**config.mk**
```make
export PLATFORM = sky130hd
export DESIGN_NAME = arp_cache_table
export DESIGN_NICKNAME = d
export VERILOG_FILES = /design/src/rtl/core/arpc_pkg.sv /design/src/rtl/core/arp_cache_table.sv /design/src/rtl/core/arpc_front.sv /design/src/rtl/core/arpc_back.sv
export SDC_FILE = /design/constraint.sdc
export NUM_CORES = 2
export LEC_CHECK = 0
export BUFFER_PORTS_ARGS = -buffer_cell sky130_fd_sc_hd__buf_2
export CELL_PAD_IN_SITES_DETAIL_PLACEMENT = 1
export CELL_PAD_IN_SITES_GLOBAL_PLACEMENT = 2
export CORE_AREA = 2 2 376 452
export CTS_BUF_LIST = sky130_fd_sc_hd__clkbuf_8 sky130_fd_sc_hd__clkbuf_16
export CTS_CLUSTER_DIAMETER = 200
export DETAILED_ROUTE_END_ITERATION = 6
export DIE_AREA = 0 0 378 454
export PLACE_DENSITY_LB_ADDON = 0.12
export SETUP_SLACK_MARGIN = 0.5
export SKIP_LAST_GASP = 1
export SYNTH_ARGS = -nofsm -noshare
export SYNTH_HDL_FRONTEND = slang
export SYNTH_SLANG_ARGS = --single-unit
```
**constraint.sdc**
```tcl
create_clock -name clock -period 9.05 [get_ports clock]
set_input_delay 0 -clock clock [delete_from_list [all_inputs] [get_ports clock]]
set_output_delay 0 -clock clock [all_outputs]
set_load 0.02 [all_outputs]
```
**src/rtl/core/arpc_pkg.sv**
```systemverilog
// Shared types and constants for the address-resolution cache.
package arpc_pkg;

   localparam int ARPC_TABLE_DEPTH = 16;
   localparam int ARPC_KEY_W       = 32;
   localparam int ARPC_MAC_W       = 48;
   localparam int ARPC_IDX_OUT_W   = 4;
   localparam int ARPC_QUEUE_DEPTH = 2;

   typedef enum logic {
      OP_LOOKUP = 1'b0,
      OP_INSERT = 1'b1
   } op_type;

   typedef struct packed {
      op_type                  op;
      logic [ARPC_KEY_W-1:0]   ip_addr;
      logic [ARPC_MAC_W-1:0]   mac_addr;
   } item_type;

   // Queue head toward the table engine.
   typedef struct packed {
      logic     valid;
      item_type item;
   } queue_head_type;

endpackage

```
**src/rtl/core/arp_cache_table.sv**
```systemverilog
// Top level of the IPv4-to-MAC address-resolution cache.
//
//   channel  direction  handshake          payload
//   req      in         req_valid/stall    op, ip_addr, mac_addr
//   rsp      out        rsp_valid/stall    hit, mac_out, entry_index
//
// Inserts and lookup misses finish in the compare state of the table engine;
// lookup hits go on to a read state for the registered read of the MAC memory.
// A two-entry request queue keeps taking beats, until it is full, while the
// engine works or a result waits on a stalled rsp channel.
// Synchronous reset clears the valid marks, the replace pointer and the queue.
module arp_cache_table
   import arpc_pkg::*;
#(
   parameter int TABLE_DEPTH = ARPC_TABLE_DEPTH
)
(
   input  logic                      clock,
   input  logic                      reset,
   input  logic                      req_valid,
   output logic                      req_stall,
   input  logic                      req_op,
   input  logic [ARPC_KEY_W-1:0]     req_ip_addr,
   input  logic [ARPC_MAC_W-1:0]     req_mac_addr,
   output logic                      rsp_valid,
   input  logic                      rsp_stall,
   output logic                      rsp_hit,
   output logic [ARPC_MAC_W-1:0]     rsp_mac_out,
   output logic [ARPC_IDX_OUT_W-1:0] rsp_entry_index
);

   queue_head_type head;
   logic           pop;

   arpc_front u_front (
      .clock        (clock),
      .reset        (reset),
      .req_valid    (req_valid),
      .req_stall    (req_stall),
      .req_op       (req_op),
      .req_ip_addr  (req_ip_addr),
      .req_mac_addr (req_mac_addr),
      .head         (head),
      .pop          (pop)
   );

   arpc_back #(
      .TABLE_DEPTH (TABLE_DEPTH)
   ) u_back (
      .clock           (clock),
      .reset           (reset),
      .head            (head),
      .pop             (pop),
      .rsp_valid       (rsp_valid),
      .rsp_stall       (rsp_stall),
      .rsp_hit         (rsp_hit),
      .rsp_mac_out     (rsp_mac_out),
      .rsp_entry_index (rsp_entry_index)
   );

endmodule

```
**src/rtl/core/arpc_front.sv**
```systemverilog
// Front end: accepts request beats, classifies the operation and queues them.
module arpc_front
   import arpc_pkg::*;
(
   input  logic                  clock,
   input  logic                  reset,
   input  logic                  req_valid,
   output logic                  req_stall,
   input  logic                  req_op,
   input  logic [ARPC_KEY_W-1:0] req_ip_addr,
   input  logic [ARPC_MAC_W-1:0] req_mac_addr,
   output queue_head_type        head,
   input  logic                  pop
);

   localparam int PTR_W = $clog2(ARPC_QUEUE_DEPTH);
   localparam int CNT_W = $clog2(ARPC_QUEUE_DEPTH + 1);

   item_type           slot_ff [ARPC_QUEUE_DEPTH];
   logic [PTR_W-1:0]   wr_ptr_ff, wr_ptr_in;
   logic [PTR_W-1:0]   rd_ptr_ff, rd_ptr_in;
   logic [CNT_W-1:0]   count_ff, count_in;
   logic               push;
   logic               do_pop;
   item_type           new_item;

   assign req_stall = (count_ff == CNT_W'(ARPC_QUEUE_DEPTH));
   assign push      = req_valid && !req_stall;
   assign do_pop    = pop && (count_ff != '0);

   always_comb begin
      new_item.op       = op_type'(req_op);
      new_item.ip_addr  = req_ip_addr;
      new_item.mac_addr = req_mac_addr;
   end

   always_comb begin
      wr_ptr_in = wr_ptr_ff;
      rd_ptr_in = rd_ptr_ff;
      count_in  = count_ff;
      if (push) begin
         wr_ptr_in = (wr_ptr_ff == PTR_W'(ARPC_QUEUE_DEPTH - 1)) ? '0 : wr_ptr_ff + 1'b1;
      end
      if (do_pop) begin
         rd_ptr_in = (rd_ptr_ff == PTR_W'(ARPC_QUEUE_DEPTH - 1)) ? '0 : rd_ptr_ff + 1'b1;
      end
      if (push && !do_pop) begin
         count_in = count_ff + 1'b1;
      end else if (!push && do_pop) begin
         count_in = count_ff - 1'b1;
      end
   end

   always_ff @(posedge clock) begin
      if (reset) begin
         wr_ptr_ff <= '0;
         rd_ptr_ff <= '0;
         count_ff  <= '0;
      end else begin
         wr_ptr_ff <= wr_ptr_in;
         rd_ptr_ff <= rd_ptr_in;
         count_ff  <= count_in;
      end
   end

   always_ff @(posedge clock) begin
      if (push) begin
         slot_ff[wr_ptr_ff] <= new_item;
      end
   end

   always_comb begin
      head.valid = (count_ff != '0);
      head.item  = slot_ff[rd_ptr_ff];
   end

endmodule

```
**src/rtl/core/arpc_back.sv**
```systemverilog
// Back end: key compare, table update, MAC memory and the result register.
module arpc_back
   import arpc_pkg::*;
#(
   parameter int TABLE_DEPTH = ARPC_TABLE_DEPTH
)
(
   input  logic                      clock,
   input  logic                      reset,
   input  queue_head_type            head,
   output logic                      pop,
   output logic                      rsp_valid,
   input  logic                      rsp_stall,
   output logic                      rsp_hit,
   output logic [ARPC_MAC_W-1:0]     rsp_mac_out,
   output logic [ARPC_IDX_OUT_W-1:0] rsp_entry_index
);

   localparam int IDX_W = (TABLE_DEPTH > 1) ? $clog2(TABLE_DEPTH) : 1;

   typedef enum logic [2:0] {
      ST_IDLE = 3'b001,
      ST_CMP  = 3'b010,
      ST_READ = 3'b100
   } state_type;

   state_type               state_ff, state_in;
   item_type                item_ff;
   logic [ARPC_KEY_W-1:0]   key_ff   [TABLE_DEPTH];
   logic [TABLE_DEPTH-1:0]  valid_ff, valid_in;
   logic [IDX_W-1:0]        ptr_ff, ptr_in;
   logic [IDX_W-1:0]        slot_ff;
   logic [ARPC_MAC_W-1:0]   mac_mem  [TABLE_DEPTH];
   logic [ARPC_MAC_W-1:0]   rd_data_ff;
   logic [IDX_W-1:0]        rd_addr;

   logic [TABLE_DEPTH-1:0]  match;
   logic                    found;
   logic [IDX_W-1:0]        match_slot;
   logic [IDX_W-1:0]        target_slot;
   logic [IDX_W+ARPC_IDX_OUT_W-1:0] target_wide;
   logic [IDX_W+ARPC_IDX_OUT_W-1:0] held_wide;

   logic                    out_free;
   logic                    cmp_done;
   logic                    read_done;
   logic                    table_we;
   logic                    key_we;

   logic                    rsp_valid_ff, rsp_valid_in;
   logic                    rsp_hit_ff,   rsp_hit_in;
   logic [ARPC_MAC_W-1:0]   rsp_mac_ff,   rsp_mac_in;
   logic [ARPC_IDX_OUT_W-1:0] rsp_idx_ff, rsp_idx_in;
   logic                    load_out;

   // Lowest valid matching entry wins.
   always_comb begin
      found      = 1'b0;
      match_slot = '0;
      for (int k = 0; k < TABLE_DEPTH; k++) begin
         match[k] = valid_ff[k] && (key_ff[k] == item_ff.ip_addr);
      end
      for (int k = TABLE_DEPTH - 1; k >= 0; k--) begin
         if (match[k]) begin
            found      = 1'b1;
            match_slot = IDX_W'(k);
         end
      end
   end

   assign target_slot = found ? match_slot : ptr_ff;
   assign target_wide = {{ARPC_IDX_OUT_W{1'b0}}, target_slot};
   assign held_wide   = {{ARPC_IDX_OUT_W{1'b0}}, slot_ff};

   assign out_free  = !rsp_valid_ff || !rsp_stall;
   // A lookup hit goes on to read the MAC memory before it can finish.
   assign cmp_done  = (state_ff == ST_CMP) && out_free
                      && !(item_ff.op == OP_LOOKUP && found);
   assign read_done = (state_ff == ST_READ) && out_free;
   assign table_we  = cmp_done && (item_ff.op == OP_INSERT);
   assign key_we    = table_we && !found;
   assign pop       = head.valid
                      && ((state_ff == ST_IDLE) || cmp_done || read_done);

   always_comb begin
      state_in = state_ff;
      unique case (state_ff)
         ST_IDLE: begin
            if (pop) state_in = ST_CMP;
         end
         ST_CMP: begin
            if (item_ff.op == OP_LOOKUP && found) begin
               state_in = ST_READ;
            end else if (cmp_done) begin
               state_in = pop ? ST_CMP : ST_IDLE;
            end
         end
         ST_READ: begin
            if (read_done) state_in = pop ? ST_CMP : ST_IDLE;
         end
         default: state_in = ST_IDLE;
      endcase
   end

   always_comb begin
      valid_in = valid_ff;
      ptr_in   = ptr_ff;
      if (key_we) begin
         valid_in[ptr_ff] = 1'b1;
         ptr_in = (ptr_ff == IDX_W'(TABLE_DEPTH - 1)) ? '0 : ptr_ff + 1'b1;
      end
   end

   always_comb begin
      load_out   = cmp_done || read_done;
      rsp_hit_in = rsp_hit_ff;
      rsp_mac_in = rsp_mac_ff;
      rsp_idx_in = rsp_idx_ff;
      if (read_done) begin
         rsp_hit_in = 1'b1;
         rsp_mac_in = rd_data_ff;
         rsp_idx_in = held_wide[ARPC_IDX_OUT_W-1:0];
      end else if (cmp_done) begin
         if (item_ff.op == OP_INSERT) begin
            rsp_hit_in = found;
            rsp_mac_in = item_ff.mac_addr;
            rsp_idx_in = target_wide[ARPC_IDX_OUT_W-1:0];
         end else begin
            rsp_hit_in = 1'b0;
            rsp_mac_in = '0;
            rsp_idx_in = '0;
         end
      end
      if (load_out) begin
         rsp_valid_in = 1'b1;
      end else if (rsp_valid_ff && !rsp_stall) begin
         rsp_valid_in = 1'b0;
      end else begin
         rsp_valid_in = rsp_valid_ff;
      end
   end

   assign rd_addr = (state_ff == ST_CMP) ? target_slot : slot_ff;

   always_ff @(posedge clock) begin
      if (reset) begin
         state_ff     <= ST_IDLE;
         valid_ff     <= '0;
         ptr_ff       <= '0;
         rsp_valid_ff <= 1'b0;
      end else begin
         state_ff     <= state_in;
         valid_ff     <= valid_in;
         ptr_ff       <= ptr_in;
         rsp_valid_ff <= rsp_valid_in;
      end
   end

   always_ff @(posedge clock) begin
      if (pop) begin
         item_ff <= head.item;
      end
      if (state_ff == ST_CMP) begin
         slot_ff <= target_slot;
      end
      if (key_we) begin
         key_ff[ptr_ff] <= item_ff.ip_addr;
      end
      rsp_hit_ff <= rsp_hit_in;
      rsp_mac_ff <= rsp_mac_in;
      rsp_idx_ff <= rsp_idx_in;
   end

   // MAC store: one write port, one registered read port.
   always_ff @(posedge clock) begin
      if (table_we) begin
         mac_mem[target_slot] <= item_ff.mac_addr;
      end
      rd_data_ff <= mac_mem[rd_addr];
   end

   assign rsp_valid       = rsp_valid_ff;
   assign rsp_hit         = rsp_hit_ff;
   assign rsp_mac_out     = rsp_mac_ff;
   assign rsp_entry_index = rsp_idx_ff;

endmodule

```
Word level (Yosys, flattened, before mapping)
Memories as Yosys holds them, arrays and structs flattened. A register that Yosys moved wholly into a read port is not among the register bits. Cells that the tools add are included.

Memories: 3. RAM bits: 1442. Input port bits: 85. Register bits after elaboration: 85.

Memory list: u_back.mac_mem (words 16, width 48, rd ports 1, clocked after memory_dff 1, wr ports 1, line arpc_back.sv:33) `logic [ARPC_MAC_W-1:0] mac_mem [TABLE_DEPTH];`; u_back.key_ff (words 16, width 32, rd ports 16, clocked after memory_dff 0, wr ports 1, line arpc_back.sv:29) `logic [ARPC_KEY_W-1:0] key_ff [TABLE_DEPTH];`; u_front.slot_ff (words 2, width 81, rd ports 1, clocked after memory_dff 1, wr ports 1, line arpc_front.sv:19) `item_type slot_ff [ARPC_QUEUE_DEPTH];`.

$lt $le $gt $ge: 2. Equal/unequal tests: 24. Bitwise gates (word level): 2. Reductions and logical operators: 45. $add $sub $neg: 5. Multiplexer cells: 62.

Operators with widths (number): 32-bit equality test (16); 48-bit two-way mux (3); 4-bit two-way mux (22); 1-bit logical AND (29); 1-bit two-way mux (28); 16-bit bitwise OR (1); 3-bit two-way mux (4); 3-bit case mux with 3 select lines (1); 2-bit nonzero test (4); 1-bit zero test (7); 2-bit two-way mux (3); 4-bit by 5-bit less-than comparator with 1-bit output (second input constant) (1); 4-bit by 1-bit adder with 4-bit output (second input constant) (1); 1-bit demux with 4-bit select (1); 4-bit equality test (second input constant) (1); 4-bit by 1-bit >= comparator with 1-bit output (second input constant) (1); 1-bit logical OR (4); 2-bit by 1-bit != test with 1-bit output (second input constant) (2); 3-bit by 1-bit equality test with 1-bit output (second input constant) (1); 3-bit by 2-bit equality test with 1-bit output (second input constant) (1); 3-bit equality test (second input constant) (1); 3-bit by 2-bit != test with 1-bit output (second input constant) (1); 3-bit AND reduction (1); 1-bit adder (second input constant) (2); other kinds (4) (4).

Longest topological paths before layout
An unclocked memory read counts as a cell.

Depth in word-level cells: 29. Mapped depth: 17. Depth with buffers taken out: 13.

By module
Synthesis repeated with hierarchy kept, for this count alone.

Cells, all modules: 3707. Area total of the unflattened synthesis: 65863.2 um^2.

Modules (own cells, without submodules): arpc_back (cells each 3430, instances 1, seq. area each 43972.2 um^2, area each 59801.1 um^2); arpc_front (cells each 277, instances 1, seq. area each 4964.8 um^2, area each 6062.1 um^2).

Worst setup path before layout
No wires, ideal clock.

Path kind: register to register. From: register u_back.item_ff[67] (netlist name). To: register u_back.item_ff[0] (netlist name). Period minus slack after synthesis: 9.489 ns. Data required time: 8.617 ns. Setup slack: -0.439 ns. Stages on the path, launching flop included: 11. Buffers on the path: 2. Setup time: 0.433 ns. Arrival time: 9.055 ns. Cells stage by stage: edfxtp_1 -> buf_2 -> buf_4 -> a2111oi_0 -> and3_1 -> or4b_1 -> nor4_4 -> o21ai_0 -> a211oi_1 -> o22ai_1 -> inv_1.

Cells in the longest elaborated chain, start to end: 24.

RTL lines: 32-bit equality test (line arpc_back.sv:61) `match[k] = valid_ff[k] && (key_ff[k] == item_ff.ip_addr);`; 1-bit logical AND (line arpc_back.sv:61); 1-bit two-way mux (15 in series) (line arpc_back.sv:64) `if (match[k]) begin`; 1-bit two-way mux * (line arpc_back.sv:64); 1-bit logical AND * (line arpc_back.sv:78) `&& !(item_ff.op == OP_LOOKUP && found);`; 1-bit zero test * (line arpc_back.sv:78); 1-bit logical AND * (line arpc_back.sv:78); 1-bit logical OR * (2 in series) (line arpc_back.sv:83) `&& ((state_ff == ST_IDLE) || cmp_done || read_done);`; 1-bit logical AND * (line arpc_back.sv:83); net pop (line arp_cache_table.sv:33) `logic pop;`.

The timed path passes the listed nets; every way through them passes the cells marked *. A chain may end at the register's enable or synchronous reset.

Worst setup path after layout
From: register u_back.item_ff[74] (netlist name). To: register u_back.rd_data_ff[25] (read register of u_back.mac_mem).

Cells in the longest elaborated chain, start to end: 20.

RTL lines: 32-bit equality test (line arpc_back.sv:61); 1-bit logical AND (line arpc_back.sv:61); 4-bit two-way mux / 1-bit two-way mux (equally long branches) (16 in series) (line arpc_back.sv:64); 4-bit two-way mux * (line arpc_back.sv:71) `assign target_slot = found ? match_slot : ptr_ff;`; 4-bit two-way mux * (line arpc_back.sv:143) `assign rd_addr = (state_ff == ST_CMP) ? target_slot : slot_ff;`; end: declaration (line arpc_back.sv:34) `logic [ARPC_MAC_W-1:0] rd_data_ff;`.

Mark *: on every way between the ends. The rest lies on a longest branch, timed or not.

==> flow_metrics.tcl <==
set metrics [dict create \
    grtUsageTotal_pct 23.6 \
    ys_types 66 \
    drt-met1-wl_mm 86.8 \
    crit_path_top_delay_cell "edfxtp_1" \
    netlist_instances 4302 \
    period_share_pct 73.1 \
    yosys.area.top_type "edfxtp_1" \
    yosysSeqAreaShare_pct 73.6 \
    clkLatencyLatePin_ps 840 \
    r2r_slack_ps 2440 \
    post-cts-setup-buffers 0 \
    ff2ff_path_depth 14 \
    synth-simple-area-share_pct 8.10 \
    timing.hold.ws_ps 119 \
    avgViaCountPerCell 5.52 \
    layout_common_cells "edfxtp_1 (1575), nand2_1 (443), xor2_1 (348)" \
    r2r-end "u_back.rd_data_ff[25]" \
    setup_viol 0 \
    dieArea_sq_um 172000 \
    slew_headroom_pct 24.1 \
    crit_path_max_incr_delay_ps 1010 \
    drive_gt1_share_pct 13.7 \
    synth_warnings 0 \
    holdCritPathClass "input pin to flip-flop" \
    worst-endpoint-required_ps 9820 \
    reg2reg_from "u_back.item_ff[74]" \
    final-max-slew-violation-count 0 \
    gp_congestion 0.830 \
    yosys.area_share.adder_pct 0.0941 \
    cp-end-kind "flip-flop" \
    setup_tns_ps 0 \
    path_clk_slew_ps 60 \
    worstSetupPathType "flip-flop to flip-flop" \
    dr_wl_met2_mm 105 \
    postSynthAreaPerCell_sq_um 15.5 \
    htreeDepth 4 \
    routed_wl_mm 203 \
    synthArstFlopShare_pct 0 \
    synth_xor_xnor_area_share_pct 6.63 \
    synth_top_family_by_area "simple AND/OR/NAND/NOR gates" \
    tightest_slew_ps 1140 \
    antenna_found_initial 6 \
    maxCapViolations 0 \
    yosysTopAreaCellShare_pct 71.2 \
    wl_per_cell_um 28.8 \
    clk_path_buf_depth 3 \
    crit_chain "buf_4 > xor2_1 > nor4_1 > nand4b_1 > nor4_1 > or4b_1 > nor4_4 > a31oi_4 > nand2_8 > inv_8 > buf_4 > a211oi_1 > a311o_1 > nand4_1" \
    final_util_pct 46.2 \
    synth_flop_cell "edfxtp_1" \
    syn_area_sq_um 66500 \
    fmaxAchievable_ghz 0.151 \
    postPlaceCellArea_sq_um 70100 \
    ys_top_cells_by_area "edfxtp_1 (71%), xor2_1 (4.6%), nand2_1 (2.5%), dfxtp_1 (2.4%), a311o_1 (2.1%)" \
    area_growth_pct 16.6 \
    ctsRootBufferMaster "clkbuf_16" \
    grt_setup_unrepaired "no" \
    ant_nets 0 \
    die_w_um 378 \
    cp_top_family "buffers and inverters" \
    peakVddDrop_mv 0.285 \
    vias 38900 \
    hold_viol_final 0 \
    status "finished clean" \
    overflow 0 \
    num_io_pins 140 \
    grt_pass1_wl_mm 292 \
    ys_ff_latch 1656 \
    drtIter0Drc 2961 \
    core_area_sq_um 168000 \
    synth_compound_area_share_pct 7.86 \
    min_to "u_front.slot_ff[0][1]" \
    num_rows 165 \
    grt_max_degree 213 \
    firstDrtPassIters 6 \
    fin_crit_ps 6610 \
    routed.top_layer "met5" \
    design_area_sq_um 77500 \
    p_leak_nw 25.3 \
    hold_depth 2 \
    cts_tree "done" \
    synth_edf_count 1575 \
    clock-sinks 1656 \
    holdCritStartpoint "req_mac_addr[1]" \
    synthesis.nets 4392 \
    worst_clock_skew_ps 37.4 \
    critPathMaxFanout 120 \
    numCtsBuffers 172 \
    final_common_cell "edfxtp_1" \
    met3_length_mm 6.73 \
    synth_mux_area_share_pct 1.40 \
    start_util_pct 39.7 \
    route.detailed.drc 0 \
    grt_pass1_vias 41000 \
    powerDensity_nw_per_um2 301 \
    die_y_um 454 \
    io_buffers 139 \
    cp.arrival_ps 7380 \
    totalPowerFinal_mw 23.4 \
    place.detailed.hpwl_mm 112 \
    layout.nets 4735 \
    path_buf_inv 3 \
    start_kind "flip-flop" \
]
synth_stat cells (6+ instances only):
cell / n
o221ai_1: 48
o31ai_1: 47
nand2_1: 445
buf_1: 9
a311o_1: 142
or3_1: 10
buf_2: 100
edfxtp_1: 1575
xor2_1: 348
a21boi_0: 114
o21ba_2: 6
o21a_1: 49
nor4_1: 159
dfxtp_1: 81
nor4b_1: 14
buf_6: 14
nor2_1: 71
or4_1: 12
o2111ai_1: 9
a21boi_1: 29
xnor2_1: 155
nand2b_1: 39
mux2_2: 81
o21ai_0: 15
a21oi_1: 11
clkbuf_1: 125
nand4_1: 119
buf_4: 17
a211oi_1: 144
inv_1: 67
nand4b_1: 19
nor3_1: 34
nand3_1: 129
kinds of logic (layout without fill, tap and decap cells):
group	after synthesis	after routing
XOR/XNOR	503	503
AND/OR/NAND/NOR	1078	1078
multiplexers	83	83
flip-flops	1656	1656
buffers and inverters	334	823
other	0	4
adder cells (fa/ha/maj)	5	5
AO/OA/AOI/OAI	643	643
worst reg2reg max path, cell delays in order (launching register included):
cell,delay [ps]
edfxtp_1,1010
buf_4,510
xor2_1,170
nor4_1,300
nand4b_1,160
nor4_1,720
or4b_1,340
nor4_4,120
a31oi_4,290
nand2_8,430
inv_8,860
buf_4,970
a211oi_1,250
a311o_1,330
nand4_1,100
layout make-up:
type | count | area (sq um)
Clock buffer | 190 | 4560
Timing Repair Buffer | 434 | 3510
Inverter | 69 | 277
Fill cell | 16300 | 90100
Clock inverter | 130 | 1120
Antenna cell | 4 | 10.0
Tap cell | 2254 | 2820
Multi-Input combinational cell | 2312 | 16300
Sequential cell | 1656 | 48900
per-stage QoR:
stage                     worst slack (ps)  std cells
after floorplan                       1680       4302
after global placement                2250       6558
after detailed placement              2450       6559
after CTS                             2470       7045
after global routing                  2140       7046
final                                 2440       7049
where the power goes:
group | internal (mW) | switching [mW] | total [mW]
Combinational | 1.69 | 4.03 | 5.72
Clock | 4.04 | 3.09 | 7.12
Sequential | 9.70 | 0.812 | 10.5
worst max-delay path by stage:
stage / startpoint / end / depth (start not counted)
2_1_floorplan: u_back.item_ff[67] / u_back.item_ff[0] / 10
3_3_place_gp: u_back.item_ff[74] / u_back.rd_data_ff[30] / 13
3_5_place_dp: u_back.item_ff[74] / u_back.rd_data_ff[30] / 13
4_1_cts: u_back.item_ff[74] / u_back.rd_data_ff[30] / 13
5_1_grt: u_back.item_ff[74] / u_back.rd_data_ff[31] / 14
6_report: u_back.item_ff[74] / u_back.rd_data_ff[25] / 14
routing by layer:
layer,vias to the layer above,track usage (%)
met5,-,0
met4,2,6.41
met3,269,2.63
met2,796,42.0
met1,20500,30.5
li1,17300,-
timing repair:
action                     CTS  global route
setup endpoints to repair    0             0
hold endpoints to repair   232             0
gates resized for setup      0             0
hold buffers               166             0
registers in the layout, summed over array words and instances, names as in the netlist, 2 cells and up:
name and cells:
u_back.valid_ff 16, u_back.rsp_entry_index 4, u_back.mac_mem 768, u_front.slot_ff 162, u_back.slot_ff 4, u_back.ptr_ff 4, u_back.state_ff 3, u_back.key_ff 512
u_back.rd_data_ff 48, u_front.count_ff 2, u_back.rsp_mac_out 48, u_back.item_ff 81
(Power assumes the default switching activity.)
